$ cat src/hw/rtl/fph_pkg.sv
// Shared types and codes for the fit-policy hole allocator.
package fph_pkg;

    localparam int SLOT_W = 4;
    localparam int AMT_W  = 16;
    localparam int MODE_W = 2;
    localparam int CNT_IN_W = 5;

    // Input kind codes
    localparam logic KIND_LOAD  = 1'b0;
    localparam logic KIND_ALLOC = 1'b1;

    // Placement policy codes
    localparam logic [MODE_W-1:0] FIT_FIRST = 2'd0;
    localparam logic [MODE_W-1:0] FIT_BEST  = 2'd1;
    localparam logic [MODE_W-1:0] FIT_WORST = 2'd2;
    localparam logic [MODE_W-1:0] FIT_NONE  = 2'd3;

    // Configuration register indexes
    localparam logic CFG_FIT_MODE   = 1'b0;
    localparam logic CFG_HOLE_COUNT = 1'b1;

    typedef enum logic [1:0] {
        ST_IDLE,
        ST_SCAN,
        ST_RESULT
    } state_t;

    typedef struct packed {
        logic              success;
        logic [SLOT_W-1:0] placed_slot;
        logic [AMT_W-1:0]  remaining;
    } res_t;

endpackage

$ cat src/hw/rtl/fph_mem.sv
// Hole size table: one write port, one read port with registered read data.
module fph_mem
    import fph_pkg::*;
#(
    parameter int HOLES     = 16,
    parameter int SIZE_BITS = 16,
    parameter int IDX_W     = 4
)
(
    input  logic                 clk,
    input  logic                 we,
    input  logic [IDX_W-1:0]     waddr,
    input  logic [SIZE_BITS-1:0] wdata,
    input  logic [IDX_W-1:0]     raddr,
    output logic [SIZE_BITS-1:0] rdata
);

    logic [SIZE_BITS-1:0] mem [HOLES];
    logic [SIZE_BITS-1:0] rdata_reg;

    always_ff @(posedge clk)
    begin
        if (we)
        begin
            mem[waddr] <= wdata;
        end
        rdata_reg <= mem[raddr];
    end

    assign rdata = rdata_reg;

endmodule

$ cat src/hw/rtl/fph_scan.sv
// Request sequencer: load writes, allocation scan over the table, write-back of the pick.
module fph_scan
    import fph_pkg::*;
#(
    parameter int HOLES     = 16,
    parameter int SIZE_BITS = 16,
    parameter int IDX_W     = 4,
    parameter int ACT_W     = 5
)
(
    input  logic                  clk,
    input  logic                  rst_n,
    input  logic                  in_valid,
    output logic                  in_ready,
    input  logic                  kind,
    input  logic [SLOT_W-1:0]     slot,
    input  logic [AMT_W-1:0]      amount,
    input  logic [MODE_W-1:0]     fit_mode,
    input  logic [CNT_IN_W-1:0]   hole_count,
    output logic                  res_valid,
    input  logic                  res_take,
    output res_t                  res
);

    state_t               state_reg, state_next;
    logic [ACT_W-1:0]     idx_reg, idx_next;
    logic                 rd_pend_reg, rd_pend_next;
    logic [IDX_W-1:0]     rd_idx_reg, rd_idx_next;
    logic                 found_reg, found_next;
    logic [IDX_W-1:0]     pick_reg, pick_next;
    logic [SIZE_BITS-1:0] best_reg, best_next;
    logic [AMT_W-1:0]     amt_reg, amt_next;
    res_t                 res_reg, res_next;

    logic                 mem_we;
    logic [IDX_W-1:0]     mem_waddr;
    logic [SIZE_BITS-1:0] mem_wdata;
    logic [SIZE_BITS-1:0] mem_rdata;

    logic [ACT_W-1:0]     active;
    logic                 slot_ok;
    logic [SIZE_BITS-1:0] load_size;
    logic [SIZE_BITS-1:0] left;
    logic                 fits;
    logic                 take;

    fph_mem #(
        .HOLES     (HOLES),
        .SIZE_BITS (SIZE_BITS),
        .IDX_W     (IDX_W)
    ) u_mem (
        .clk   (clk),
        .we    (mem_we),
        .waddr (mem_waddr),
        .wdata (mem_wdata),
        .raddr (idx_reg[IDX_W-1:0]),
        .rdata (mem_rdata)
    );

    // Entries searched: hole count saturated to the table depth, none for the undefined mode.
    always_comb
    begin
        if (fit_mode == FIT_NONE)
            active = '0;
        else if (32'(hole_count) > HOLES)
            active = ACT_W'(HOLES);
        else
            active = ACT_W'(hole_count);
    end

    assign slot_ok   = 32'(slot) < HOLES;
    assign load_size = SIZE_BITS'(32'(amount));
    assign left      = SIZE_BITS'(32'(best_reg) - 32'(amt_reg));
    assign fits      = 32'(mem_rdata) >= 32'(amt_reg);

    always_comb
    begin
        if (!found_reg)
            take = 1'b1;
        else
        begin
            unique case (fit_mode)
                FIT_BEST:  take = mem_rdata < best_reg;
                FIT_WORST: take = mem_rdata > best_reg;
                default:   take = 1'b0;
            endcase
        end
    end

    always_comb
    begin
        state_next   = state_reg;
        idx_next     = idx_reg;
        rd_pend_next = rd_pend_reg;
        rd_idx_next  = rd_idx_reg;
        found_next   = found_reg;
        pick_next    = pick_reg;
        best_next    = best_reg;
        amt_next     = amt_reg;
        res_next     = res_reg;
        mem_we       = 1'b0;
        mem_waddr    = pick_reg;
        mem_wdata    = left;
        in_ready     = 1'b0;
        res_valid    = 1'b0;

        unique case (state_reg)
            ST_IDLE:
            begin
                in_ready = 1'b1;
                if (in_valid)
                begin
                    if (kind == KIND_LOAD)
                    begin
                        if (slot_ok)
                        begin
                            mem_we    = 1'b1;
                            mem_waddr = IDX_W'(slot);
                            mem_wdata = load_size;
                            res_next  = '{success: 1'b1, placed_slot: slot,
                                          remaining: AMT_W'(32'(load_size))};
                        end
                        else
                        begin
                            res_next = '0;
                        end
                        state_next = ST_RESULT;
                    end
                    else
                    begin
                        amt_next     = amount;
                        idx_next     = '0;
                        found_next   = 1'b0;
                        rd_pend_next = 1'b0;
                        state_next   = ST_SCAN;
                    end
                end
            end

            ST_SCAN:
            begin
                // Issue one read per cycle; compare the entry that returns.
                rd_pend_next = 1'b0;
                if (idx_reg < active)
                begin
                    rd_pend_next = 1'b1;
                    rd_idx_next  = idx_reg[IDX_W-1:0];
                    idx_next     = ACT_W'(idx_reg + 1'b1);
                end
                if (rd_pend_reg && fits && take)
                begin
                    found_next = 1'b1;
                    pick_next  = rd_idx_reg;
                    best_next  = mem_rdata;
                end
                if (idx_reg >= active && !rd_pend_reg)
                begin
                    if (found_reg)
                    begin
                        mem_we   = 1'b1;
                        res_next = '{success: 1'b1,
                                     placed_slot: SLOT_W'(32'(pick_reg)),
                                     remaining: AMT_W'(32'(left))};
                    end
                    else
                    begin
                        res_next = '0;
                    end
                    state_next = ST_RESULT;
                end
            end

            ST_RESULT:
            begin
                res_valid = 1'b1;
                if (res_take)
                    state_next = ST_IDLE;
            end

            default:
            begin
                state_next = ST_IDLE;
            end
        endcase
    end

    always_ff @(posedge clk or negedge rst_n)
    begin
        if (!rst_n)
        begin
            state_reg   <= ST_IDLE;
            rd_pend_reg <= 1'b0;
            found_reg   <= 1'b0;
        end
        else
        begin
            state_reg   <= state_next;
            rd_pend_reg <= rd_pend_next;
            found_reg   <= found_next;
        end
    end

    always_ff @(posedge clk)
    begin
        idx_reg    <= idx_next;
        rd_idx_reg <= rd_idx_next;
        pick_reg   <= pick_next;
        best_reg   <= best_next;
        amt_reg    <= amt_next;
        res_reg    <= res_next;
    end

    assign res = res_reg;

    // A pending read always lands while still scanning.
    a_pend_in_scan: assert property (@(posedge clk) disable iff (!rst_n)
        rd_pend_reg |-> state_reg == ST_SCAN)
        else $error("read data returned outside scan");

    // The held pick always fits the request.
    a_pick_fits: assert property (@(posedge clk) disable iff (!rst_n)
        (state_reg == ST_SCAN && found_reg) |-> 32'(best_reg) >= 32'(amt_reg))
        else $error("chosen hole smaller than request");

    // The scan pointer never runs past the active entries.
    a_idx_bound: assert property (@(posedge clk) disable iff (!rst_n)
        (state_reg == ST_SCAN) |-> idx_reg <= active)
        else $error("scan index beyond active entries");

    // Hold the finished result steady until the output stage takes it.
    a_res_hold: assert property (@(posedge clk) disable iff (!rst_n)
        (state_reg == ST_RESULT && !res_take) |=> $stable(res_reg))
        else $error("result changed while waiting");

endmodule

$ cat src/hw/rtl/fit_policy_hole_allocator.sv
// Top level of the fit-policy hole allocator: stream ports, configuration and output stage.
// A load request writes the table and registers its result in the sequencer; an allocate
//   request scans the active entries, one table read per scan cycle, then writes back the pick.
// Requests are taken one at a time: a new request is accepted only after the previous
//   result has passed to the output register.
// Reset (rst_n, async, active low): fit_mode = first fit, hole_count = 16, no request held.
//   The hole table is not cleared; entries read before being loaded hold no defined size.
module fit_policy_hole_allocator
    import fph_pkg::*;
#(
    parameter int HOLES     = 16,
    parameter int SIZE_BITS = 16
)
(
    input  logic        clk,
    input  logic        rst_n,
    // Request stream
    input  logic        s_tvalid,
    output logic        s_tready,
    input  logic [23:0] s_tdata,    // [3:0] slot, [19:4] amount, [23:20] zero
    input  logic        s_tuser,    // [0] kind
    // Result stream
    output logic        m_tvalid,
    input  logic        m_tready,
    output logic [23:0] m_tdata,    // [3:0] placed_slot, [19:4] remaining, [23:20] zero
    output logic        m_tuser,    // [0] success
    // Configuration writes
    input  logic        cfg_valid,
    output logic        cfg_ready,
    input  logic        cfg_index,
    input  logic [4:0]  cfg_data
);

    localparam int IDX_W  = (HOLES > 1) ? $clog2(HOLES) : 1;
    localparam int CNT_W  = $clog2(HOLES + 1);
    localparam int ACT_W  = (CNT_W > CNT_IN_W) ? CNT_W : CNT_IN_W;

    logic [MODE_W-1:0]   fit_mode_reg;
    logic [CNT_IN_W-1:0] hole_count_reg;

    logic out_valid_reg;
    res_t out_res_reg;

    logic res_valid;
    logic res_take;
    res_t res;

    // Configuration: always ready; writes must arrive only while idle, and the block does not enforce this.
    assign cfg_ready = 1'b1;

    always_ff @(posedge clk or negedge rst_n)
    begin
        if (!rst_n)
        begin
            fit_mode_reg   <= FIT_FIRST;
            hole_count_reg <= CNT_IN_W'(16);
        end
        else if (cfg_valid)
        begin
            unique case (cfg_index)
                CFG_FIT_MODE:   fit_mode_reg   <= cfg_data[MODE_W-1:0];
                CFG_HOLE_COUNT: hole_count_reg <= cfg_data;
                default:        ;
            endcase
        end
    end

    fph_scan #(
        .HOLES     (HOLES),
        .SIZE_BITS (SIZE_BITS),
        .IDX_W     (IDX_W),
        .ACT_W     (ACT_W)
    ) u_scan (
        .clk        (clk),
        .rst_n      (rst_n),
        .in_valid   (s_tvalid),
        .in_ready   (s_tready),
        .kind       (s_tuser),
        .slot       (s_tdata[SLOT_W-1:0]),
        .amount     (s_tdata[SLOT_W+AMT_W-1:SLOT_W]),
        .fit_mode   (fit_mode_reg),
        .hole_count (hole_count_reg),
        .res_valid  (res_valid),
        .res_take   (res_take),
        .res        (res)
    );

    // Output register: take a new result when empty or being drained this cycle,
    // so the sequencer can move on while the consumer stalls.
    assign res_take = !out_valid_reg || m_tready;

    always_ff @(posedge clk or negedge rst_n)
    begin
        if (!rst_n)
        begin
            out_valid_reg <= 1'b0;
        end
        else if (res_take)
        begin
            out_valid_reg <= res_valid;
        end
    end

    always_ff @(posedge clk)
    begin
        if (res_take && res_valid)
        begin
            out_res_reg <= res;
        end
    end

    assign m_tvalid = out_valid_reg;
    assign m_tuser  = out_res_reg.success;
    assign m_tdata  = {4'b0, out_res_reg.remaining, out_res_reg.placed_slot};

    // A failed result carries zero slot and zero size.
    a_fail_zero: assert property (@(posedge clk) disable iff (!rst_n)
        (out_valid_reg && !out_res_reg.success) |->
            (out_res_reg.placed_slot == '0 && out_res_reg.remaining == '0))
        else $error("failed result with nonzero fields");

    // No new request is taken while the previous one is still in flight.
    a_one_at_a_time: assert property (@(posedge clk) disable iff (!rst_n)
        (s_tvalid && s_tready) |=> !s_tready)
        else $error("request accepted while busy");

    // A pending result is held until the output stage takes it.
    a_no_drop: assert property (@(posedge clk) disable iff (!rst_n)
        (res_valid && !res_take) |=> res_valid)
        else $error("result dropped before output stage");

endmodule
$ cat config.mk
export PLATFORM = sky130hd
export DESIGN_NAME = fit_policy_hole_allocator
export DESIGN_NICKNAME = d
export VERILOG_FILES = /design/src/hw/rtl/fph_pkg.sv /design/src/hw/rtl/fph_mem.sv /design/src/hw/rtl/fph_scan.sv /design/src/hw/rtl/fit_policy_hole_allocator.sv
export SDC_FILE = /design/constraint.sdc
export NUM_CORES = 1
export LEC_CHECK = 0
export ABC_AREA = 1
export BUFFER_PORTS_ARGS = -buffer_cell sky130_fd_sc_hd__buf_4
export CAP_MARGIN = 40
export CORE_ASPECT_RATIO = 1.75
export CORE_MARGIN = 1.5
export CORE_UTILIZATION = 39
export DETAILED_ROUTE_END_ITERATION = 6
export REMOVE_ABC_BUFFERS = 1
export SLEW_MARGIN = 20
export SYNTH_ARGS = -nofsm -noshare
export SYNTH_HDL_FRONTEND = slang
export SYNTH_SLANG_ARGS = --single-unit
$ cat constraint.sdc
create_clock -name clk -period 3 [get_ports clk]
set_input_delay 0.3 -clock clk [delete_from_list [all_inputs] [get_ports clk]]
set_output_delay 0.3 -clock clk [all_outputs]
set_load 0.02 [all_outputs]
==> flow_metrics.env, run 1 <==
export IMPL_holdPathStages=3
export IMPL_grt_overflow=0
export IMPL_synth_warnings=0
export IMPL_p_int_mw=10.5
export IMPL_synth_top_area_share_pct=65.0
export IMPL_cts_made_buffers=31
export IMPL_cts_sinks=371
export IMPL_slew_viol_final=0
export IMPL_ff2ff_setup_slack_ns=0.15
export IMPL_firstDrtPassIters=5
export IMPL_startpoint_type="register"
export IMPL_setup_violations=0
export IMPL_fin_crit_sh_pct=95.0
export IMPL_worstPathRequired_ns=3.31
export IMPL_htreeDepth=1
export IMPL_syn2layout_area_growth_pct=17.6
export IMPL_drive_gt1_share_pct=14.2
export IMPL_die_h_um=270
export IMPL_hold_viol_final=0
export IMPL_routed_wirelength_um=38800
export IMPL_p_seq_share_pct=43.7
export IMPL_first_iter_violations=746
export IMPL_wl_per_cell_um=19.9
export IMPL_power_density_nw_per_um2=861
export IMPL_gp_congestion=0.950
export IMPL_reg2regPathDepth=15
export IMPL_die_area_um2=41900
export IMPL_r2r_end="u_scan.res[2]"
export IMPL_cts_tree="yes"
export IMPL_async_reset_ff_share_pct=3.23
export IMPL_max_cap_viol_count=0
export IMPL_place_area_um2=17300
export IMPL_path_class="register to register"
export IMPL_yosys_area_top_type="edfxtp_1"
export IMPL_p_switching_mw=5.57
export IMPL_cts_root_buf="clkbuf_16"
export IMPL_regArea_um2=10900
export IMPL_worst_slew_pin_slew_ns=0.852
export IMPL_track_usage_pct=18.5
export IMPL_fillers=3586
export IMPL_final_core_util_pct=46.5
export IMPL_tns_ns=0
export IMPL_ant_nets=0
export IMPL_leakagePower_nw=6.99
export IMPL_max_freq_mhz=351
export IMPL_ir_drop_uv=491
export IMPL_postLayoutCellArea_um2=18600
export IMPL_critPathMostFrequentCell="nand2_1"
export IMPL_ys_ff_latch=371
export IMPL_via_count=10300
export IMPL_synth_common_cells="edfxtp_1 (343), nand2_1 (236), o21ai_0 (120)"
export IMPL_core_area_um2=40100
export IMPL_synth_distinct_cells=46
export IMPL_pwr_share_clk_pct=24.1
export IMPL_start_util_pct=39.5
export IMPL_num_rows=97
export IMPL_drc_errors=0
export IMPL_synthCells=1320
export IMPL_ys_flop_type="edfxtp_1"
export IMPL_port_buffers=54
export IMPL_finalCriticalPeriod_ns=2.85
export IMPL_grt_pass1_vias=10300
export IMPL_ys_seq_area_share_pct=69.0
export IMPL_end_kind="register"
export IMPL_cp_arrival_ns=3.16
export IMPL_hp_start="s_tvalid"
export IMPL_finalNetCount=1529
export IMPL_switching_share_pct=34.7
export IMPL_max_slew_margin_pct=43.1
export IMPL_status="completed"
export IMPL_comb_power_share_pct=32.2
export IMPL_via_per_inst=5.27
export IMPL_critical_path_top_delay_family="compound AO/OA/AOI/OAI gates"
export IMPL_synth_area_top_cells="edfxtp_1 (65%), nand2_1 (5.6%), ha_1 (4.4%)"
export IMPL_synth_most_common_cell="edfxtp_1"
export IMPL_clk_insertion_delay_late_ns=0.59
export IMPL_clock_skew_final_ns=0.0133
export IMPL_largest_register_ffs=256
export IMPL_dp_hpwl_um=26500
export IMPL_worst_path_buf_inv=3
export IMPL_path_clk_slew_ns=0.07
export IMPL_crit_path_max_fanout=8
export IMPL_syn_area_per_cell_um2=12.0
export IMPL_synth_area_um2=15800
export IMPL_clock_path_buffers=3
export IMPL_io_pins=64
export IMPL_synth_edf_count=343
export IMPL_die_w_um=155
export IMPL_num_antenna_cells=0
export IMPL_critical_path_slowest_cell="dfrtp_1"
export IMPL_cp_slowest_stage_delay_ns=0.42
export IMPL_power_mw=16.0
export IMPL_grt_antenna_before_repair=0
export IMPL_worstHoldEndpoint="u_scan.state_reg[0]"
export IMPL_crit_path_cell_trace="o41ai_4 -> nand3_1 -> ha_1 -> nand2_1 -> nor2_2 -> nand2_1 -> o211ai_1 -> a21o_1 -> buf_4 -> nand2_1 -> nand2_1 -> o21ai_0 -> nor2_2 -> buf_4 -> clkbuf_16"
export IMPL_multi_input_area_um2=4370
export IMPL_grt_max_degree=133
export IMPL_hp_class="input pin to register"
export IMPL_timing_rr_start="hole_count_reg[3]"
export IMPL_grt_first_pass_wirelength_um=58300
-- routing by layer --
layer  routed length, um  vias to the layer above  track usage [%]
met3                1700                       90             2.01
met2               21400                      329             35.6
met1               13800                     4957             19.4
met4                1950                        0             9.60
met5                   0                        -                0
li1                    -                     4929                -
-- cell usage in the layout, fill, tap and decap left out, types with 2 or more instances in the layout --
cell           netlist  routed
a21boi_0             2       2
a21o_1               3       3
a21oi_1             77      77
a221oi_1            20      20
buf_12               0      20
buf_4                5      95
clkbuf_1            33       8
clkbuf_16            0      32
clkbuf_8             0       5
clkinv_1             0       7
clkinv_2             0       4
conb_1               2       5
dfrtp_1             11      11
dfxtp_1             16      16
dlygate4sd3_1        0      23
edfxtp_1           343     343
ha_1                56      56
inv_1               98      97
inv_2                5       5
mux2_2               3       3
nand2_1            236     231
nand2_2              4       8
nand2_4              2       3
nand3_1             51      51
nand4_1             17      17
nor2_1             119      99
nor2_2               0      18
nor2_4               1       3
nor3_1               3       3
o21ai_0            120     120
o21ai_1             11      11
o21ai_2              2       2
o21ai_4              2       2
o221ai_1            12      12
o22ai_1             21      21
or2_2                2       2
xnor2_1              3       3
xor2_1               7       7
-- per-stage QoR --
step / setup WS [ns] / cells / hold slack, ns
global placement: -0.0918 / 1870 / 0.152
floorplan: -3.78 / 1264 / 0.00441
global route: -0.0278 / 1954 / 0.0676
detailed placement: -0.0379 / 1871 / 0.156
finish: 0.151 / 1954 / 0.0620
CTS: 0.0602 / 1950 / 0.0257
-- logic make-up (layout without fill, tap and decap cells) --
logic type | count (synthesis) | count (layout) | synth area share [%]
and+or+nand+nor | 438 | 438 | 11.4
DFF | 371 | 371 | 69.0
AOI/OAI and AO/OA | 276 | 276 | 10.0
buffers and inverters | 162 | 298 | 4.15
adders and majority gates | 57 | 57 | 4.55
xor gates and xnor gates | 10 | 10 | 0.553
muxes | 4 | 4 | 0.277
other | 2 | 5 | 0.0474
-- layout make-up --
| class | instances | share of cell area (%) |
|---|---|---|
| Timing Repair Buffer | 139 | 7.35 |
| Clock inverter | 12 | 0.430 |
| Clock buffer | 44 | 4.70 |
| Tap cell | 495 | 3.33 |
| Inverter | 103 | 2.08 |
| Multi-Input combinational cell | 790 | 23.4 |
| Sequential cell | 371 | 58.7 |
-- worst max path at each step --
stage                 startpoint                       end  slack [ns]  cells after the start
6_report       hole_count_reg[3]             u_scan.res[2]        0.15                     15
5_1_grt        hole_count_reg[3]  u_scan.u_mem.mem[14][10]       -0.03                     13
4_1_cts        hole_count_reg[0]   u_scan.u_mem.mem[6][15]        0.06                     13
3_5_place_dp   hole_count_reg[0]   u_scan.u_mem.mem[6][11]       -0.04                     13
3_3_place_gp   hole_count_reg[0]   u_scan.u_mem.mem[6][14]       -0.09                     13
2_1_floorplan  u_scan.idx_reg[0]             u_scan.res[0]       -3.78                     10
-- power groups by stage --
stage / logic (mW) / clock network [mW] / registers, mW
after floorplan: 2.59 / 0 / 7.36
after global placement: 4.96 / 0 / 7.09
after detailed placement: 5.04 / 0 / 7.11
after CTS: 5.08 / 3.95 / 7.01
after global routing: 5.67 / 4.12 / 7.07
final: 5.15 / 3.87 / 7.00
-- what timing repair did --
action,in CTS,in global routing
cloned,0,1
hold buffers,23,0
endpoints found under the hold margin,38,0
endpoints found under the setup margin,155,277
pin swaps,0,2
buffers inserted,0,3
resized for setup,1,11
-- tightest hold or removal path, delay by kind of cell --
| family | cells | cell delay, ns |
|---|---|---|
| buffers and inverters | 1 | 0.10 |
| AND/OR/NAND/NOR | 1 | 0.05 |
| AO/OA/AOI/OAI | 1 | 0.16 |
No activity file was read; power rests on OpenSTA's default activity.
==> run 2: changes to the inputs <==
--- a/config.mk
+++ b/config.mk
@@ -7,10 +7,9 @@
 export LEC_CHECK = 0
 export ABC_AREA = 1
 export BUFFER_PORTS_ARGS = -buffer_cell sky130_fd_sc_hd__buf_4
-export CAP_MARGIN = 40
 export CORE_ASPECT_RATIO = 1.75
 export CORE_MARGIN = 1.5
-export CORE_UTILIZATION = 39
+export CORE_UTILIZATION = 40
 export DETAILED_ROUTE_END_ITERATION = 6
 export REMOVE_ABC_BUFFERS = 1
 export SLEW_MARGIN = 20
==> run 2 against run 1 <==
Effect of this change:
- worst setup slack improved by 0.068 ns
- hold slack got worse by 0.052 ns
- clock skew rose by 0.0022 ns
- clock power rose by 16%
- combinational power barely moved
- non-clock buffer count fell by 4
- total power rose by 3.9%
- sequential power barely moved
- global-route usage rose by 0.25 points
- core utilization rose by 1.6 points
- cell area rose by 1.1%
- critical path type unchanged
- critical endpoint is now u_scan.res[16]
==> flow_metrics.env, run 2 (synthesized netlist as in run 1, its figures left out) <==
export IMPL_drive_gt1_share_pct=14.8
export IMPL_p_seq_share_pct=42.1
export IMPL_ir_drop_uv=429
export IMPL_mostFrequentLayoutCells="edfxtp_1 (343), nand2_1 (230), o21ai_0 (119)"
export IMPL_grt_first_pass_wirelength_um=57500
export IMPL_clock_skew_final_ns=0.0156
export IMPL_mostFrequentLayoutCell="edfxtp_1"
export IMPL_dpl_cell_count=1868
export IMPL_num_antenna_cells=0
export IMPL_routed_wirelength_um=38400
export IMPL_status="completed"
export IMPL_die_area_um2=40800
export IMPL_tns_ns=0
export IMPL_switching_share_pct=33.7
export IMPL_critical_path_slowest_cell="dfrtp_1"
export IMPL_first_iter_violations=672
export IMPL_wl_per_cell_um=19.7
export IMPL_core_area_um2=39200
export IMPL_startpoint_type="register"
export IMPL_dp_hpwl_um=26500
export IMPL_via_count=10200
export IMPL_syn2layout_area_growth_pct=18.9
export IMPL_power_mw=16.6
export IMPL_cp_arrival_ns=3.02
export IMPL_worstPathRequired_ns=3.24
export IMPL_io_pins=64
export IMPL_grt_overflow=0
export IMPL_place_area_um2=17300
export IMPL_p_switching_mw=5.61
export IMPL_cts_made_buffers=34
export IMPL_critical_path_top_delay_family="compound AO/OA/AOI/OAI gates"
export IMPL_finalCriticalPeriod_ns=2.78
export IMPL_worst_slew_pin_slew_ns=0.869
export IMPL_fin_crit_sh_pct=92.7
export IMPL_worst_path_buf_inv=4
export IMPL_path_class="register to register"
export IMPL_pwr_share_clk_pct=27.0
export IMPL_die_h_um=266
export IMPL_max_slew_margin_pct=42.0
export IMPL_comb_power_share_pct=30.9
export IMPL_num_rows=96
export IMPL_leakagePower_nw=7.12
export IMPL_final_cells=1949
export IMPL_clock_path_buffers=3
export IMPL_grt_max_degree=133
export IMPL_port_buffers=54
export IMPL_hold_viol_final=0
export IMPL_setup_violations=0
export IMPL_crit_path_cell_trace="o41ai_2 -> buf_4 -> nand3_1 -> ha_1 -> nand2_1 -> nor2_2 -> nand2_1 -> o211ai_1 -> a21o_1 -> buf_4 -> nand2_1 -> nand2_2 -> o21ai_2 -> nor2_2 -> buf_4 -> clkbuf_16"
export IMPL_track_usage_pct=18.7
export IMPL_end_kind="register"
export IMPL_start_util_pct=40.4
export IMPL_via_per_inst=5.24
export IMPL_p_int_mw=11.0
export IMPL_firstDrtPassIters=5
export IMPL_die_w_um=153
export IMPL_slew_viol_final=0
export IMPL_finalNetCount=1528
export IMPL_hp_class="input pin to register"
export IMPL_drc_errors=0
export IMPL_htreeDepth=2
export IMPL_grt_antenna_before_repair=0
export IMPL_cts_tree="yes"
export IMPL_gp_congestion=0.905
export IMPL_final_core_util_pct=48.1
export IMPL_max_freq_mhz=359
export IMPL_clk_insertion_delay_late_ns=0.53
export IMPL_path_clk_slew_ns=0.06
export IMPL_max_cap_viol_count=0
export IMPL_grt_pass1_vias=10400
export IMPL_postLayoutCellArea_um2=18800
export IMPL_cp_slowest_stage_delay_ns=0.40
export IMPL_ant_nets=0
export IMPL_cts_root_buf="clkbuf_16"
export IMPL_largest_register_ffs=256
export IMPL_power_density_nw_per_um2=884
export IMPL_cts_sinks=371
export IMPL_crit_path_max_fanout=10
## run 2: stage by stage
step / setup WS, ns / hold WS (ns)
final: 0.218 / 0.0104
after global routing: -0.0294 / 0.00908
after CTS: 0.00793 / 0.000132
after detailed placement: 0.0267 / 0.163
after global placement: -0.00194 / 0.153
after floorplan: -3.78 / 0.00441
## run 2: final timing paths
check                             startpoint  slack, ns           endpoint  cells past startpoint
max                        hole_count_reg[0]       0.22     u_scan.res[16]                     16
max reg2reg                hole_count_reg[0]       0.22     u_scan.res[16]                     16
max in group asynchronous              rst_n       2.61  hole_count_reg[4]                      2
min                              cfg_data[3]       0.01  hole_count_reg[3]                      2
min in group asynchronous              rst_n       0.15  hole_count_reg[1]                      2
min reg2reg                   u_scan.res[16]       0.42         m_tdata[0]                      0
## run 2: routing by layer
| metal | vias up | global-route usage, % | wire, um |
|---|---|---|---|
| met4 | 0 | 8.74 | 1640 |
| met2 | 221 | 38.7 | 22200 |
| met1 | 4976 | 18.1 | 13500 |
| met3 | 85 | 1.97 | 1100 |
| met5 | - | 0 | 0 |
| li1 | 4927 | - | - |
## run 2: final cells by class
type | count | area, um^2
timing repair buffer | 135 | 1330
clock buffer | 45 | 956
multi-input combinational | 790 | 4420
clock inverter | 15 | 198
tap | 490 | 613
inverter | 103 | 388
sequential | 371 | 10900
fill | 3428 | 20300
## run 2: worst register-to-register path, cell delays in order, from the launching register on
cell and delay [ns]:
dfrtp_1 0.40, o41ai_2 0.33, buf_4 0.16, nand3_1 0.07, ha_1 0.30, nand2_1 0.07
nor2_2 0.12, nand2_1 0.06, o211ai_1 0.11, a21o_1 0.14, buf_4 0.10, nand2_1 0.05
nand2_2 0.07, o21ai_2 0.07, nor2_2 0.11, buf_4 0.17, clkbuf_16 0.19
## run 2: repair_timing
item | CTS | global route
hold buffers | 18 | 0
hold endpoints to repair | 29 | 0
resized for setup | 0 | 26
buffers inserted | 0 | 2
endpoints found under the setup margin | 0 | 277
## run 2: power groups by stage
stage	Sequential [mW]	Combinational (mW)	Clock [mW]
floorplan	7.36	2.59	0
global placement	7.10	4.91	0
detailed placement	7.12	4.99	0
CTS	7.01	5.03	4.60
global route	7.06	5.65	4.76
finish	7.01	5.15	4.50
==> run 3: changes to the inputs <==
--- a/config.mk
+++ b/config.mk
@@ -11,6 +11,7 @@
 export CORE_MARGIN = 1.5
 export CORE_UTILIZATION = 40
 export DETAILED_ROUTE_END_ITERATION = 6
+export GPL_TIMING_DRIVEN = 0
 export REMOVE_ABC_BUFFERS = 1
 export SLEW_MARGIN = 20
 export SYNTH_ARGS = -nofsm -noshare
==> constraint.sdc (replaced) <==
create_clock -name clk -period 3 [get_ports clk]
set_input_delay 0.6 -clock clk [delete_from_list [all_inputs] [get_ports clk]]
set_output_delay 0.6 -clock clk [all_outputs]
set_load 0.02 [all_outputs]
==> run 3 against run 2 <==
Effect of this change:
- sequential cell count stayed put
- via count is 2.0% higher
- global-route usage is 0.92 points higher
- fmax is 6.8% lower
- cell area is 0.29% higher
- sequential share of layout area is 0.17 points lower
- total power is 1.2% lower
- critical path depth is 2 lower
- combinational power hardly changed
- first-iteration DRC count is 8.6% higher
- largest cell class unchanged
==> flow_metrics.env, run 3 (synthesized netlist as in run 1, its figures left out) <==
export IMPL_grt_overflow=0
export IMPL_grt_antenna_before_repair=0
export IMPL_reg2regPathDepth=14
export IMPL_ir_drop_uv=408
export IMPL_rsz0062_at_grt="true"
export IMPL_drc_errors=0
export IMPL_first_iter_violations=730
export IMPL_clock_path_buffers=3
export IMPL_fin_crit_sh_pct=99.5
export IMPL_start_util_pct=40.4
export IMPL_cts_sinks=371
export IMPL_leakagePower_nw=7.03
export IMPL_via_count=10400
export IMPL_critPathLaunch="hole_count_reg[3]"
export IMPL_ff2ff_setup_slack_ns=0.02
export IMPL_hold_viol_final=0
export IMPL_clock_skew_final_ns=0.0224
export IMPL_path_clk_slew_ns=0.07
export IMPL_end_kind="register"
export IMPL_finalCriticalPeriod_ns=2.98
export IMPL_finalNetCount=1503
export IMPL_die_h_um=266
export IMPL_path_class="register to register"
export IMPL_slew_viol_final=0
export IMPL_cts_made_buffers=34
export IMPL_core_area_um2=39200
export IMPL_mostFrequentLayoutCell="edfxtp_1"
export IMPL_clk_insertion_delay_late_ns=0.53
export IMPL_timing_rr_start="hole_count_reg[3]"
export IMPL_crit_path_cell_trace="o41ai_4 -> nand3_2 -> ha_4 -> nand2_2 -> nor2_4 -> nand2_1 -> o211ai_1 -> a21o_1 -> nand3_2 -> nand2_4 -> nand2_8 -> nor2_4 -> buf_12 -> clkbuf_16"
export IMPL_worstPathRequired_ns=3.23
export IMPL_worstHoldEndpoint="u_scan.amt_reg[7]"
export IMPL_syn2layout_area_growth_pct=19.2
export IMPL_setup_violations=0
export IMPL_status="completed"
export IMPL_hp_start="s_tdata[11]"
export IMPL_dp_hpwl_um=26100
export IMPL_holdPathStages=1
export IMPL_grt_first_pass_wirelength_um=60000
export IMPL_cts_tree="yes"
export IMPL_drive_gt1_share_pct=14.9
export IMPL_cp_arrival_ns=3.22
export IMPL_die_w_um=153
export IMPL_power_density_nw_per_um2=871
export IMPL_mostFrequentLayoutCells="edfxtp_1 (343), nand2_1 (228), o21ai_0 (117)"
export IMPL_cp_slowest_stage_delay_ns=0.43
export IMPL_firstDrtPassIters=4
export IMPL_grt_pass1_vias=10600
export IMPL_num_antenna_cells=0
export IMPL_worst_slew_pin_slew_ns=1.12
export IMPL_routed_wirelength_um=40700
export IMPL_power_mw=16.5
export IMPL_gp_congestion=0.894
export IMPL_crit_path_max_fanout=7
export IMPL_r2r_end="u_scan.u_mem.mem[2][13]"
export IMPL_io_pins=64
export IMPL_cts_root_buf="clkbuf_16"
export IMPL_grt_max_degree=52
export IMPL_num_rows=96
export IMPL_track_usage_pct=19.7
export IMPL_htreeDepth=2
export IMPL_ant_nets=0
export IMPL_startpoint_type="register"
export IMPL_max_freq_mhz=335
export IMPL_wl_per_cell_um=21.2
export IMPL_hp_class="input pin to register"
export IMPL_via_per_inst=5.41
export IMPL_max_slew_margin_pct=24.5
export IMPL_max_cap_viol_count=0
export IMPL_die_area_um2=40800
export IMPL_critical_path_slowest_cell="dfrtp_1"
export IMPL_port_buffers=54
export IMPL_largest_register_ffs=256
export IMPL_whs_ns=0.258
-- run 3: what timing repair did --
item	CTS	global route
gates resized for setup	20	15
hold buffers	1	0
cloned	1	2
setup endpoints to repair	334	322
hold endpoints to repair	11	0
setup buffers	22	8
pin swaps	15	14
-- run 3: cell type report --
class	instances	area, um^2
Clock inverter	11	115
Multi-Input combinational cell	790	4540
Sequential cell	371	10900
Tap cell	490	613
Clock buffer	50	942
Timing Repair Buffer	110	1350
Fill cell	3384	20300
Inverter	103	400
-- run 3: routing by layer --
metal	GRT usage [%]	wire (um)
met4	9.79	2020
met1	20.3	14600
met2	38.6	22500
met5	0	0
met3	2.42	1620
-- run 3: how the worst max path moves through the flow --
stage | endpoint | slack, ns | cells after the start
4_1_cts | u_scan.u_mem.mem[8][5] | 0.006 | 13
3_3_place_gp | u_scan.u_mem.mem[2][14] | -8.66 | 10
6_report | u_scan.u_mem.mem[2][13] | 0.02 | 14
5_1_grt | u_scan.u_mem.mem[2][2] | -0.10 | 14
2_1_floorplan | u_scan.res[0] | -3.78 | 10
3_5_place_dp | u_scan.u_mem.mem[3][14] | -1.45 | 8
-- run 3: stage by stage --
step,instance area [um^2],setup TNS [ns],std cells,util (%),setup WS [ns]
after floorplan,15600,-1080.05,1264,-,-3.78
after global placement,16600,-2574.57,1808,42.4,-8.66
after detailed placement,17200,-363.41,1830,43.9,-1.45
after CTS,18700,0,1915,47.7,0.00567
after global routing,18900,-8.95,1925,48.2,-0.104
final,18900,0,1925,48.2,0.0152
-- run 3: power breakdown --
part,leakage [nW],internal [mW],switching (mW)
Clock,0.513,2.37,1.84
Sequential,3.39,6.75,0.337
Combinational,3.13,1.71,3.45
-- run 3: worst max-delay path: cells and delay by family (launching register included) --
kind	cells	cell delay [ns]
AO/OA/AOI/OAI	3	0.73
adder cells (fa/ha/maj)	1	0.31
buffers and inverters	2	0.31
flip-flops	1	0.43
AND/OR/NAND/NOR	8	0.90
